<file path="src/design/qpd_pkg.sv">
// ----------------------------------------------------------------------
// qpd_pkg
// types and codes shared by the decoder modules
// ----------------------------------------------------------------------
package qpd_pkg;
	typedef enum logic [2:0] {
		CLS_ACCEPTED = 3'd0,
		CLS_NOT_COUNTED = 3'd1,
		CLS_DEBOUNCED = 3'd2,
		CLS_INVALID = 3'd3,
		CLS_IDLE = 3'd4
	} cls_t;

	localparam logic [1:0] DIR_UNKNOWN = 2'd0;
	localparam logic [1:0] DIR_FORWARD = 2'd1;
	localparam logic [1:0] DIR_REVERSE = 2'd2;

	localparam logic [2:0] REG_ENABLED = 3'd0;
	localparam logic [2:0] REG_SENSOR_MODE = 3'd1;
	localparam logic [2:0] REG_PULSE_EDGE = 3'd2;
	localparam logic [2:0] REG_QUAD_RES = 3'd3;
	localparam logic [2:0] REG_REVERSE = 3'd4;
	localparam logic [2:0] REG_DEBOUNCE = 3'd5;

	localparam logic [1:0] EDGE_RISING = 2'd0;
	localparam logic [1:0] EDGE_BOTH = 2'd2;
	localparam logic [1:0] RES_X4 = 2'd0;
	localparam logic [1:0] RES_X2 = 2'd1;

	localparam int QDEPTH = 2;

	// classified item passed from front to back
	typedef struct packed {
		logic resync;
		logic idle;
		logic [31:0] time_us;
		logic pin_a;
		logic pin_b;
	} item_t;

	typedef struct packed {
		logic [2:0] event_class;
		logic signed [31:0] position_count;
		logic [1:0] direction;
		logic [31:0] accepted_count;
		logic [31:0] invalid_count;
		logic [31:0] debounced_count;
		logic [31:0] last_interval_us;
		logic [31:0] min_interval_us;
		logic [31:0] max_interval_us;
		logic [31:0] interval_samples;
		logic [63:0] interval_sum_us;
		logic [63:0] jitter_sum_us;
	} result_t;

	// gray-code step: +1, -1, or 0 for no change / two-bit jump
	function automatic logic [1:0] gray_step(input logic [1:0] p, input logic [1:0] c);
		logic [3:0] idx;
		idx = {p, c};
		case (idx)
			4'd1, 4'd7, 4'd8, 4'd14: gray_step = 2'b01;
			4'd2, 4'd4, 4'd11, 4'd13: gray_step = 2'b11;
			default: gray_step = 2'b00;
		endcase
	endfunction
endpackage

</file>
<file path="src/design/qpd_if.sv">
// ----------------------------------------------------------------------
// qpd channel interfaces
// valid/ready stream carrying input items, results and register writes
// ----------------------------------------------------------------------
interface qpd_in_if;
	logic valid;
	logic ready;
	logic action;
	logic [31:0] time_us;
	logic pin_a;
	logic pin_b;
	modport source (output valid, action, time_us, pin_a, pin_b, input ready);
	modport sink (input valid, action, time_us, pin_a, pin_b, output ready);
endinterface

interface qpd_out_if;
	logic valid;
	logic ready;
	logic [2:0] event_class;
	logic signed [31:0] position_count;
	logic [1:0] direction;
	logic [31:0] accepted_count;
	logic [31:0] invalid_count;
	logic [31:0] debounced_count;
	logic [31:0] last_interval_us;
	logic [31:0] min_interval_us;
	logic [31:0] max_interval_us;
	logic [31:0] interval_samples;
	logic [63:0] interval_sum_us;
	logic [63:0] jitter_sum_us;
	modport source (output valid, event_class, position_count, direction, accepted_count,
		invalid_count, debounced_count, last_interval_us, min_interval_us,
		max_interval_us, interval_samples, interval_sum_us, jitter_sum_us, input ready);
	modport sink (input valid, event_class, position_count, direction, accepted_count,
		invalid_count, debounced_count, last_interval_us, min_interval_us,
		max_interval_us, interval_samples, interval_sum_us, jitter_sum_us, output ready);
endinterface

interface qpd_cfg_if;
	logic valid;
	logic ready;
	logic [2:0] index;
	logic [15:0] data;
	modport source (output valid, index, data, input ready);
	modport sink (input valid, index, data, output ready);
endinterface

</file>
<file path="src/design/qpd_front.sv">
// ----------------------------------------------------------------------
// qpd_front
// accepts items, tags resync and disabled events, feeds the queue
// ----------------------------------------------------------------------
module qpd_front (
	input logic arst_n,
	qpd_in_if.sink in_ch,
	input logic enabled,
	input logic q_full,
	output logic q_push,
	output qpd_pkg::item_t q_item
);
	import qpd_pkg::*;

	assign in_ch.ready = !q_full && arst_n;
	assign q_push = in_ch.valid && in_ch.ready;

	always_comb begin
		q_item.resync = in_ch.action;
		q_item.idle = !in_ch.action && !enabled;
		q_item.time_us = in_ch.time_us;
		q_item.pin_a = in_ch.pin_a;
		q_item.pin_b = in_ch.pin_b;
	end
endmodule

</file>
<file path="src/design/qpd_queue.sv">
// ----------------------------------------------------------------------
// qpd_queue
// two-entry fifo between the front and the back
// ----------------------------------------------------------------------
module qpd_queue (
	input logic clk,
	input logic arst_n,
	input logic push,
	input qpd_pkg::item_t din,
	output logic full,
	input logic pop,
	output logic empty,
	output qpd_pkg::item_t dout
);
	import qpd_pkg::*;

	item_t mem_q [QDEPTH];
	logic [$clog2(QDEPTH)-1:0] wr_q, rd_q;
	logic [$clog2(QDEPTH):0] cnt_q;

	assign full = (cnt_q == ($clog2(QDEPTH)+1)'(QDEPTH));
	assign empty = (cnt_q == '0);
	assign dout = mem_q[rd_q];

	always_ff @(posedge clk) begin
		if (push) mem_q[wr_q] <= din;
	end

	always_ff @(posedge clk or negedge arst_n) begin
		if (!arst_n) begin
			wr_q <= '0;
			rd_q <= '0;
			cnt_q <= '0;
		end else begin
			if (push) wr_q <= wr_q + 1'b1;
			if (pop) rd_q <= rd_q + 1'b1;
			cnt_q <= cnt_q + {{$clog2(QDEPTH){1'b0}}, push} - {{$clog2(QDEPTH){1'b0}}, pop};
		end
	end
endmodule

</file>
<file path="src/design/qpd_back.sv">
// ----------------------------------------------------------------------
// qpd_back
// decodes events, updates counters and statistics, holds the result
// ----------------------------------------------------------------------
module qpd_back (
	input logic clk,
	input logic arst_n,
	input logic q_empty,
	input qpd_pkg::item_t q_item,
	output logic q_pop,
	input logic sensor_mode,
	input logic [1:0] pulse_edge,
	input logic [1:0] quad_resolution,
	input logic reverse_direction,
	input logic [15:0] debounce_us,
	qpd_out_if.source out_ch
);
	import qpd_pkg::*;

	logic signed [31:0] step_q;
	logic prev_a_q, prev_b_q;
	logic [1:0] pqs_q, dir_q;
	logic [31:0] acc_q, inv_q, deb_q, last_t_q, last_iv_q, min_q, max_q, prev_iv_q, ivn_q;
	logic [63:0] ivsum_q, jsum_q;
	result_t res_q;
	logic vld_q;

	logic take, edge_ok, debounced, fwd, do_pins, do_quad_state, was_inv;
	logic [1:0] cur, st;
	logic [31:0] iv, jit;
	cls_t cls;

	assign q_pop = !q_empty && (!vld_q || out_ch.ready);
	assign cur = {q_item.pin_a, q_item.pin_b};
	assign st = gray_step(pqs_q, cur);
	assign iv = q_item.time_us - last_t_q;
	assign jit = (iv > prev_iv_q) ? iv - prev_iv_q : prev_iv_q - iv;

	always_comb begin
		take = 1'b0;
		fwd = 1'b1;
		do_pins = 1'b0;
		do_quad_state = 1'b0;
		was_inv = 1'b0;
		debounced = (debounce_us != '0) && (iv < {16'd0, debounce_us});
		edge_ok = 1'b0;
		cls = CLS_IDLE;
		if (!q_item.resync && !q_item.idle) begin
			if (debounced) begin
				cls = CLS_DEBOUNCED;
			end else if (!sensor_mode) begin
				do_pins = 1'b1;
				if (prev_a_q != q_item.pin_a) begin
					if (pulse_edge == EDGE_BOTH) edge_ok = 1'b1;
					else if (pulse_edge == EDGE_RISING) edge_ok = q_item.pin_a;
					else edge_ok = !q_item.pin_a;
				end
				take = edge_ok;
				cls = edge_ok ? CLS_ACCEPTED : CLS_NOT_COUNTED;
			end else if (cur == pqs_q) begin
				cls = CLS_NOT_COUNTED;
			end else if (st == 2'b00) begin
				do_pins = 1'b1;
				do_quad_state = 1'b1;
				was_inv = 1'b1;
				cls = CLS_INVALID;
			end else begin
				do_pins = 1'b1;
				do_quad_state = 1'b1;
				if (quad_resolution == RES_X4) edge_ok = 1'b1;
				else if (quad_resolution == RES_X2) edge_ok = pqs_q[1] != cur[1];
				else edge_ok = !pqs_q[1] && cur[1];
				take = edge_ok;
				fwd = (st == 2'b01) ^ reverse_direction;
				cls = edge_ok ? CLS_ACCEPTED : CLS_NOT_COUNTED;
			end
		end
	end

	always_ff @(posedge clk or negedge arst_n) begin
		if (!arst_n) begin
			step_q <= '0; prev_a_q <= 1'b0; prev_b_q <= 1'b0; pqs_q <= '0; dir_q <= DIR_UNKNOWN;
			acc_q <= '0; inv_q <= '0; deb_q <= '0; last_t_q <= '0; last_iv_q <= '0;
			min_q <= '0; max_q <= '0; prev_iv_q <= '0; ivn_q <= '0;
			ivsum_q <= '0; jsum_q <= '0; vld_q <= 1'b0;
		end else begin
			if (out_ch.valid && out_ch.ready) vld_q <= 1'b0;
			if (q_pop) begin
				vld_q <= 1'b1;
				if (q_item.resync) begin
					prev_a_q <= q_item.pin_a; prev_b_q <= q_item.pin_b; pqs_q <= cur;
					step_q <= '0; dir_q <= DIR_UNKNOWN; acc_q <= '0; inv_q <= '0;
					deb_q <= '0; last_t_q <= '0; last_iv_q <= '0; min_q <= '0;
					max_q <= '0; prev_iv_q <= '0; ivn_q <= '0; ivsum_q <= '0; jsum_q <= '0;
				end else begin
					if (cls == CLS_DEBOUNCED) deb_q <= deb_q + 1'b1;
					if (was_inv) inv_q <= inv_q + 1'b1;
					if (do_pins) begin
						prev_a_q <= q_item.pin_a; prev_b_q <= q_item.pin_b;
					end
					if (do_quad_state) pqs_q <= cur;
					if (take) begin
						step_q <= fwd ? step_q + 32'sd1 : step_q - 32'sd1;
						dir_q <= fwd ? DIR_FORWARD : DIR_REVERSE;
						acc_q <= acc_q + 1'b1;
						last_t_q <= q_item.time_us;
						if (last_t_q != '0) begin
							last_iv_q <= iv;
							if (min_q == '0 || iv < min_q) min_q <= iv;
							if (iv > max_q) max_q <= iv;
							ivsum_q <= ivsum_q + {32'd0, iv};
							ivn_q <= ivn_q + 1'b1;
							if (prev_iv_q != '0) jsum_q <= jsum_q + {32'd0, jit};
							prev_iv_q <= iv;
						end
					end
				end
			end
		end
	end

	// result register, filled from the post-update state and the class registered with it
	logic [2:0] cls_s1;
	always_ff @(posedge clk) begin
		if (q_pop) cls_s1 <= cls;
	end

	always_comb begin
		res_q.event_class = cls_s1;
		res_q.position_count = step_q;
		res_q.direction = dir_q;
		res_q.accepted_count = acc_q;
		res_q.invalid_count = inv_q;
		res_q.debounced_count = deb_q;
		res_q.last_interval_us = last_iv_q;
		res_q.min_interval_us = min_q;
		res_q.max_interval_us = max_q;
		res_q.interval_samples = ivn_q;
		res_q.interval_sum_us = ivsum_q;
		res_q.jitter_sum_us = jsum_q;
	end

	assign out_ch.valid = vld_q;
	assign out_ch.event_class = res_q.event_class;
	assign out_ch.position_count = res_q.position_count;
	assign out_ch.direction = res_q.direction;
	assign out_ch.accepted_count = res_q.accepted_count;
	assign out_ch.invalid_count = res_q.invalid_count;
	assign out_ch.debounced_count = res_q.debounced_count;
	assign out_ch.last_interval_us = res_q.last_interval_us;
	assign out_ch.min_interval_us = res_q.min_interval_us;
	assign out_ch.max_interval_us = res_q.max_interval_us;
	assign out_ch.interval_samples = res_q.interval_samples;
	assign out_ch.interval_sum_us = res_q.interval_sum_us;
	assign out_ch.jitter_sum_us = res_q.jitter_sum_us;
endmodule

</file>
<file path="src/design/quadrature_pulse_decoder_stats_top.sv">
// ----------------------------------------------------------------------
// quadrature_pulse_decoder_stats_top
// tachometer / quadrature decoder with edge interval statistics
// ----------------------------------------------------------------------
// one result per item; an item is taken every clock while results drain.
// an item passes through the two-entry queue, then through the state
// update in the back end, whose state registers double as the output
// register (the result shows the state after its item). the state update
// loop of the back end sets the rate at one item per clock while results
// drain. register writes are taken at any time and must only be made
// while the block is idle.
module quadrature_pulse_decoder_stats_top (
	input logic clk,
	input logic arst_n,
	qpd_in_if.sink in_ch,
	qpd_out_if.source out_ch,
	qpd_cfg_if.sink cfg
);
	import qpd_pkg::*;

	// configuration registers
	logic enabled_q, sensor_mode_q, reverse_q;
	logic [1:0] pulse_edge_q, quad_res_q;
	logic [15:0] debounce_q;

	// front to back queue
	item_t f_item, b_item;
	logic q_push, q_pop, q_full, q_empty;

	assign cfg.ready = 1'b1;

	always_ff @(posedge clk or negedge arst_n) begin
		if (!arst_n) begin
			enabled_q <= 1'b0; sensor_mode_q <= 1'b0; reverse_q <= 1'b0;
			pulse_edge_q <= '0; quad_res_q <= '0; debounce_q <= '0;
		end else if (cfg.valid) begin
			unique case (cfg.index)
				REG_ENABLED: enabled_q <= cfg.data[0];
				REG_SENSOR_MODE: sensor_mode_q <= cfg.data[0];
				REG_PULSE_EDGE: pulse_edge_q <= cfg.data[1:0];
				REG_QUAD_RES: quad_res_q <= cfg.data[1:0];
				REG_REVERSE: reverse_q <= cfg.data[0];
				REG_DEBOUNCE: debounce_q <= cfg.data;
				default: ;
			endcase
		end
	end

	// accept and tag items
	qpd_front u_front (
		.arst_n(arst_n), .in_ch(in_ch), .enabled(enabled_q),
		.q_full(q_full), .q_push(q_push), .q_item(f_item)
	);

	// decouples input transfers from result stalls
	qpd_queue u_queue (
		.clk(clk), .arst_n(arst_n), .push(q_push), .din(f_item), .full(q_full),
		.pop(q_pop), .empty(q_empty), .dout(b_item)
	);

	// decode, count and present the result
	qpd_back u_back (
		.clk(clk), .arst_n(arst_n), .q_empty(q_empty), .q_item(b_item), .q_pop(q_pop),
		.sensor_mode(sensor_mode_q), .pulse_edge(pulse_edge_q),
		.quad_resolution(quad_res_q), .reverse_direction(reverse_q),
		.debounce_us(debounce_q), .out_ch(out_ch)
	);
endmodule

</file>
<file path="src/flat_wrapper.sv">
// flat-port wrapper written by rule: the top's interface ports become plain ports
module quadrature_pulse_decoder_stats_top_flat import qpd_pkg::*;
  (clk, arst_n, in_ch_valid, in_ch_action, in_ch_time_us, in_ch_pin_a, in_ch_pin_b, in_ch_ready, out_ch_valid, out_ch_event_class, out_ch_position_count, out_ch_direction, out_ch_accepted_count, out_ch_invalid_count, out_ch_debounced_count, out_ch_last_interval_us, out_ch_min_interval_us, out_ch_max_interval_us, out_ch_interval_samples, out_ch_interval_sum_us, out_ch_jitter_sum_us, out_ch_ready, cfg_valid, cfg_index, cfg_data, cfg_ready);
  qpd_in_if in_ch_i ();
  qpd_out_if out_ch_i ();
  qpd_cfg_if cfg_i ();
  input logic clk;
  input logic arst_n;
  input wire logic [$bits(in_ch_i.valid)-1:0] in_ch_valid;
  input wire logic [$bits(in_ch_i.action)-1:0] in_ch_action;
  input wire logic [$bits(in_ch_i.time_us)-1:0] in_ch_time_us;
  input wire logic [$bits(in_ch_i.pin_a)-1:0] in_ch_pin_a;
  input wire logic [$bits(in_ch_i.pin_b)-1:0] in_ch_pin_b;
  output wire logic [$bits(in_ch_i.ready)-1:0] in_ch_ready;
  output wire logic [$bits(out_ch_i.valid)-1:0] out_ch_valid;
  output wire logic [$bits(out_ch_i.event_class)-1:0] out_ch_event_class;
  output wire logic [$bits(out_ch_i.position_count)-1:0] out_ch_position_count;
  output wire logic [$bits(out_ch_i.direction)-1:0] out_ch_direction;
  output wire logic [$bits(out_ch_i.accepted_count)-1:0] out_ch_accepted_count;
  output wire logic [$bits(out_ch_i.invalid_count)-1:0] out_ch_invalid_count;
  output wire logic [$bits(out_ch_i.debounced_count)-1:0] out_ch_debounced_count;
  output wire logic [$bits(out_ch_i.last_interval_us)-1:0] out_ch_last_interval_us;
  output wire logic [$bits(out_ch_i.min_interval_us)-1:0] out_ch_min_interval_us;
  output wire logic [$bits(out_ch_i.max_interval_us)-1:0] out_ch_max_interval_us;
  output wire logic [$bits(out_ch_i.interval_samples)-1:0] out_ch_interval_samples;
  output wire logic [$bits(out_ch_i.interval_sum_us)-1:0] out_ch_interval_sum_us;
  output wire logic [$bits(out_ch_i.jitter_sum_us)-1:0] out_ch_jitter_sum_us;
  input wire logic [$bits(out_ch_i.ready)-1:0] out_ch_ready;
  input wire logic [$bits(cfg_i.valid)-1:0] cfg_valid;
  input wire logic [$bits(cfg_i.index)-1:0] cfg_index;
  input wire logic [$bits(cfg_i.data)-1:0] cfg_data;
  output wire logic [$bits(cfg_i.ready)-1:0] cfg_ready;
  assign in_ch_i.valid = in_ch_valid;
  assign in_ch_i.action = in_ch_action;
  assign in_ch_i.time_us = in_ch_time_us;
  assign in_ch_i.pin_a = in_ch_pin_a;
  assign in_ch_i.pin_b = in_ch_pin_b;
  assign in_ch_ready = in_ch_i.ready;
  assign out_ch_valid = out_ch_i.valid;
  assign out_ch_event_class = out_ch_i.event_class;
  assign out_ch_position_count = out_ch_i.position_count;
  assign out_ch_direction = out_ch_i.direction;
  assign out_ch_accepted_count = out_ch_i.accepted_count;
  assign out_ch_invalid_count = out_ch_i.invalid_count;
  assign out_ch_debounced_count = out_ch_i.debounced_count;
  assign out_ch_last_interval_us = out_ch_i.last_interval_us;
  assign out_ch_min_interval_us = out_ch_i.min_interval_us;
  assign out_ch_max_interval_us = out_ch_i.max_interval_us;
  assign out_ch_interval_samples = out_ch_i.interval_samples;
  assign out_ch_interval_sum_us = out_ch_i.interval_sum_us;
  assign out_ch_jitter_sum_us = out_ch_i.jitter_sum_us;
  assign out_ch_i.ready = out_ch_ready;
  assign cfg_i.valid = cfg_valid;
  assign cfg_i.index = cfg_index;
  assign cfg_i.data = cfg_data;
  assign cfg_ready = cfg_i.ready;
  quadrature_pulse_decoder_stats_top u_core (.clk(clk), .arst_n(arst_n), .in_ch(in_ch_i), .out_ch(out_ch_i), .cfg(cfg_i));
endmodule
</file>
<file path="config.mk">
export PLATFORM = sky130hd
export DESIGN_NAME = quadrature_pulse_decoder_stats_top_flat
export DESIGN_NICKNAME = d
export VERILOG_FILES = /design/src/design/qpd_pkg.sv /design/src/design/qpd_if.sv /design/src/design/qpd_front.sv /design/src/design/qpd_queue.sv /design/src/design/qpd_back.sv /design/src/design/quadrature_pulse_decoder_stats_top.sv /design/src/flat_wrapper.sv
export SDC_FILE = /design/constraint.sdc
export NUM_CORES = 1
export LEC_CHECK = 0
export ABC_AREA = 1
export BUFFER_PORTS_ARGS = -buffer_cell sky130_fd_sc_hd__buf_2
export CORE_ASPECT_RATIO = 1.5
export CORE_MARGIN = 2
export CORE_UTILIZATION = 61
export DETAILED_ROUTE_END_ITERATION = 10
export GPL_ROUTABILITY_DRIVEN = 1
export PLACE_DENSITY_LB_ADDON = 0.12
export SYNTH_ARGS = -nofsm -noshare
export SYNTH_HDL_FRONTEND = slang
export SYNTH_SLANG_ARGS = --single-unit
</file>
<file path="constraint.sdc">
create_clock -name clk -period 8.8 [get_ports clk]
set_input_delay 1.32 -clock clk [delete_from_list [all_inputs] [get_ports clk]]
set_output_delay 1.32 -clock clk [all_outputs]
set_load 0.005 [all_outputs]
</file>
; After elaboration in Yosys (flattened, before gate mapping)
; Memory sizes are Yosys's and may differ from the RTL's.
; Index checks and enable logic that the tools add are counted.
[classes]
bitwise = 1
n_reduce_logical = 53
muxes = 86
eq_ne = 13
add_sub_neg = 15
order_cmp = 4
[ops]
columns = op, n
row1 = 32-bit two-way mux, 26
row2 = 64-bit two-way mux, 7
row3 = "32-bit by 1-bit adder with 32-bit output, second input constant", 4
row4 = 64-bit by 32-bit adder with 64-bit output, 2
row5 = 32-bit subtractor, 3
row6 = 32-bit greater-than comparator, 2
row7 = 32-bit nonzero test, 2
row8 = 1-bit two-way mux, 43
row9 = "32-bit by 2-bit adder with 32-bit output, second input constant", 1
row10 = 32-bit zero test, 1
row11 = 32-bit by 16-bit less-than comparator with 1-bit output, 1
row12 = 32-bit less-than comparator, 1
row13 = "32-bit by 2-bit subtractor with 32-bit output, second input constant", 1
row14 = 2-bit AND reduction, 11
row15 = 2-bit nonzero test, 10
row16 = 2-bit two-way mux, 9
row17 = 16-bit nonzero test, 1
row18 = 4-bit AND reduction, 3
row19 = "3-bit by 2-bit equality test with 1-bit output, second input constant", 3
row20 = 1-bit zero test, 9
row21 = 1-bit logical AND, 8
row22 = 2-bit zero test, 4
row23 = "3-bit equality test, second input constant", 2
row24 = "2-bit by 1-bit equality test with 1-bit output, second input constant", 2
row25 = other kinds (12), 16
[totals]
n_memories = 2
romBits = 32
output_inout_bits = 392
wordCells = 199
mem_bits_rw = 72
regBits = 452
in_bits = 59
[mem_list]
columns = name, depth, width, rd, rd_clocked_by_memory_dff, wr, line
row1 = u_core.u_queue.mem_q, 2, 36, 1, 0, 1, qpd_queue.sv:17  ; item_t mem_q [QDEPTH];
row2 = (name not given), 16, 2, 1, 0, 0, qpd_pkg.sv:60  ; case (idx)

; Logic depth before layout (Yosys ltp)
[logic_depth]
word_depth = 18
ltp_mapped = 52
ltp_nobuf = 50

; By module
; From an unflattened synthesis, not the netlist that was laid out.
[hier_totals]
hier_cells = 5895
area_unflattened_um2 = 40894.2
[modules_own_cells]
columns = module, cells_per_inst, n_inst, seq_area_each_um2, area_each_um2
row1 = qpd_back, 5526, 1, 10650.2, 36602.6
row2 = qpd_queue, 213, 1, 2262.2, 3022.9
row3 = quadrature_pulse_decoder_stats_top, 115, 1, 575.6, 978.4
row4 = qpd_front, 41, 1, 0.0, 290.3

; Worst setup path after synthesis
; Ideal clock, no wire load.
[synth_timing]
kind = register -> register
from = reg u_core.u_queue.rd_q
to = reg u_core.u_back.jsum_q[52], in the netlist u_core.u_back.out_ch.jitter_sum_us[52]
synth_period_minus_slack_ns = 6.208
path_buffers = 4
path_slack_ns = 2.592
t_arrival_ns = 6.125
path_stages_with_launch = 42
setup_ns = 0.083
required_ns = 8.717
path_cell_list = dfrtp_1 > buf_6 > inv_2 > clkbuf_1 > nand2_1 > nand2_1 > ha_1 > or2_1 > nand3_1 > nand2_1 > nand2_1 > nand2_1 > nand2_1 > nand2_1 > nand2_1 > nand2_1 > ha_1 > inv_1 > [... 6 more ...] > buf_1 > nand2_1 > nand2_1 > xor2_1 > inv_1 > ha_1 > inv_1 > o21ai_0 > a21oi_1 > o21ai_0 > a21boi_0 > o21ai_0 > nand2_1 > nand2_1 > nand4_1 > nand3_1 > nand3_1 > o21ai_0
[synth_between]
elab_chain_len = 16
word_cells_on_any_way = 45
cone_classes = add/sub (4) / order compare (2) / eq/ne (3) / mux (23) / reduce/logical (11) / memory (2)
[synth_lines]
columns = element, line
row1 = from (decl), qpd_queue.sv:18  ; logic [$clog2(QDEPTH)-1:0] wr_q, rd_q;
row2 = from (signal assigned), qpd_queue.sv:36  ; if (pop) rd_q <= rd_q + 1'b1;
row3 = memory read 2 x 36 bit *, -
row4 = branches (longest 15 deep; another with 64-bit by 32-bit adder with 64-bit output), -
row5 = to (signal assigned), qpd_back.sv:113  ; if (prev_iv_q != '0) jsum_q <= jsum_q + {32'd0, jit};
row6 = to (decl), qpd_back.sv:24  ; logic [63:0] ivsum_q, jsum_q;
; Every way passes the cells marked *. The select of a mux whose other input is x is not followed.
; A chain may end at the register's enable or synchronous reset.

; Worst setup path after layout
[layout_timing]
from = reg u_core.u_queue.rd_q
to = reg u_core.u_back.jsum_q[38], in the netlist u_core.u_back.out_ch.jitter_sum_us[38]
; Same word-level chain as after synthesis.

==> summary.txt <==
Clk Latency, worst-skew pair = 0.65 ns
Sequential fraction of the synthesis area = 0.337
Net count, final = 6553
Setup violators final = 0
CTS tree = done
Critical path class = reg2reg
CTS root buffer = clkbuf_16
Async set or reset register ratio after synthesis = 0.857
Number of global-route vias before repair = 40468
Routed len/inst = 20.3 um
Crit-path max FO = 36
Post-synthesis sequential element count = 524
Setup Buffers After CTS = 0
Synthesized area = 0.0400 sq mm
Total GRT Usage = 0.420
Number of hold buffers added after CTS = 0
RePlAce Congestion = 1.02
First-pass GRT wire length = 221000 um
DP Wirelength = 112000 um
Clock sink total = 524
Startpoint types = flop
Period minus WS final = 8.06 ns
Yosys warnings = 0
Clock transition at path regs = 0.06 ns
Clock buffer depth = 3
CP max-delay cell = xor2_1
Starting Density = 0.613
Syn nets = 6138
Worst path required time = 9.29 ns
Worst slew margin = 0.0631
Area of the die = 0.0677 sq mm
Tightest Pin Transition = 1.37 ns
Post-synthesis cell count = 5789
Worst hold path class = reg2reg
CP arrival = 8.55 ns
Final Max Tran Viols = 0
Residual DRC = 0
Setup TNS = 0 ns
First drt pass iteration count = 6
Count of flip-flops with a built-in enable after synthesis = 75
Unique masters post-synth = 58
Final ANT Viol Nets = 0
CP endpoint kind = flop
Rows = 115
Area delta synth->final = 12.3%
Top cells by count, synth = 1584 x nand2_1, 770 x inv_1, 632 x nor2_1
Syn_area_per_cell = 6.91 sq um
RSZ-0062 raised after global routing = no
Post-Layout Inst Area = 0.0449 sq mm
Initial antenna violation count = 2
DR vias/cell = 5.90
Main flop type after synthesis = dfrtp_1
Synth top area share = 0.281
Count leader, synth = nand2_1
Grt total ovfl = 0
Largest net degree at the start of global routing = 166
CTS H-tree lvls = 2
Period Utilization, post-route = 0.916
Endpoints failing hold = 0
Die Y-Extent = 318 um
Max_cap viols = 0
Placed cell areas = 0.0431 sq mm
Input/output buffers = 449
Final wirelength = 145000 um
CTS buffer count = 53
Number of fillers in the final layout = 5680
Die X = 213 um
I/O pins = 451
Largest stage delay, worst path = 0.88 ns
Layout cells sized above 1 = 0.102
Core region area = 0.0652 sq mm
Post_cts resized = 0
Final Hold Slack = 0.484 ns
Clk_skew = 0.0211 ns
Most Frequent Cell on Critical Path = nand2_1
Status = completed
Initial DRC Count = 3753
Max Freq = 0.124 GHz
Synth top area cells = dfrtp_1 28%, nand2_1 15%, ha_1 8.9%, inv_1 7.2%, nor2_1 5.9%
Synth area leader = dfrtp_1
Vias = 42063
## sequential cells by signal, indices dropped and copies added, names as in the netlist, 3 cells and up
name	flops
u_core.u_back.out_ch.event_class	3
u_core.u_back.last_t_q	32
u_core.u_back.out_ch.max_interval_us	32
u_core.debounce_q	16
u_core.u_back.prev_iv_q	32
u_core.u_back.out_ch.invalid_count	32
u_core.u_back.out_ch.min_interval_us	32
u_core.u_queue.mem_q	72
u_core.u_back.out_ch.jitter_sum_us	64
u_core.u_back.out_ch.interval_samples	32
u_core.u_back.out_ch.position_count	32
u_core.u_back.out_ch.accepted_count	32
u_core.u_back.out_ch.interval_sum_us	64
u_core.u_back.out_ch.debounced_count	32
## stage by stage
stage / worst slack, ns / std cells / utilization
floorplan: 2.59 / 5789 / -
global placement: 1.22 / 7026 / 0.662
detailed placement: 1.01 / 7026 / 0.662
CTS: 0.948 / 7124 / 0.689
global route: 0.0680 / 7125 / 0.689
finish: 0.736 / 7127 / 0.689
## worst paths after layout
kind / endpoint / slack (ns) / startpoint / cells past startpoint
max in group asynchronous: u_core.u_back.last_t_q[19]$_DFFE_PN0P_ / 6.03 / arst_n / 3
worst min register to register: u_core.u_back.out_ch.direction[0]$_DFFE_PN0P_ / 0.48 / u_core.u_back.out_ch.direction[0]$_DFFE_PN0P_ / 2
min in group asynchronous: u_core.u_back.out_ch.jitter_sum_us[48]$_DFFE_PN0P_ / 0.60 / arst_n / 1
worst min-delay path: u_core.u_back.out_ch.direction[0]$_DFFE_PN0P_ / 0.48 / u_core.u_back.out_ch.direction[0]$_DFFE_PN0P_ / 2
worst max register to register: u_core.u_back.out_ch.jitter_sum_us[38]$_DFFE_PN0P_ / 0.74 / u_core.u_queue.rd_q$_DFFE_PN0P_ / 38
worst max-delay path: u_core.u_back.out_ch.jitter_sum_us[38]$_DFFE_PN0P_ / 0.74 / u_core.u_queue.rd_q$_DFFE_PN0P_ / 38
## logic make-up after synthesis
| kind of cell | share of synthesized area |
|---|---|
| and+or+nand+nor | 0.295 |
| adders and majority gates | 0.0919 |
| DFF | 0.337 |
| xor gates and xnor gates | 0.0471 |
| muxes | 0.00200 |
| AOI/OAI and AO/OA | 0.136 |
| buffers and inverters | 0.0910 |
| other | 0.0000938 |
## cell usage in the layout, fill, tap and decap left out, drive strengths merged, types with 6 or more instances in the layout
cell      synthesis  routed
a21boi           10      10
a21o             10      10
a21oi           422     422
a31oi            31      31
buf              74     505
bufinv            0       6
clkbuf           71      66
clkinv            0      17
clkinvlp          0       7
dfrtp           449     449
edfxtp           75      75
fa                6       6
ha              284     284
inv             776     778
mux2i             8       8
nand2          1592    1592
nand3           298     298
nand3b           10      10
nand4            90      90
nor2            637     637
nor3            116     116
nor4             72      72
o211ai           58      58
o21a             16      16
o21ai           348     348
o21bai           10      10
o221ai           10      10
o22ai            37      37
o31ai            18      18
or2              15      15
xnor2            87      87
xor2            128     128
## critical path: cells and delay by family, from the launching register on
family	cells	cell delay, ns
buf+inv	6	0.94
simple gates	18	2.16
compound gates	8	1.92
flops	1	0.39
xor+xnor	3	1.31
fa+ha+maj	3	1.15
## final cells by class
class | instances | area [sq um] | share of cell area
clock buffers | 66 | 1420 | 0.0315
inverters | 776 | 2920 | 0.0649
clock inverters | 32 | 355 | 0.00791
repair buffers | 505 | 2720 | 0.0605
diodes | 3 | 7.51 | 0.000167
multi-input cells | 4344 | 22900 | 0.510
well taps | 877 | 1100 | 0.0244
flip-flops and latches | 524 | 13500 | 0.300
## metal layers
layer / vias up / GRT usage / part of all wire
met5: - / 0 / 0
met4: 0 / 0.291 / 0.080
met3: 548 / 0.0756 / 0.082
met2: 2045 / 0.702 / 0.47
met1: 19675 / 0.482 / 0.36
li1: 19795 / - / -
Power is left out: the tool's default activity adds up to more than one toggle a clock period on the data nets, which glitch-free logic cannot reach.
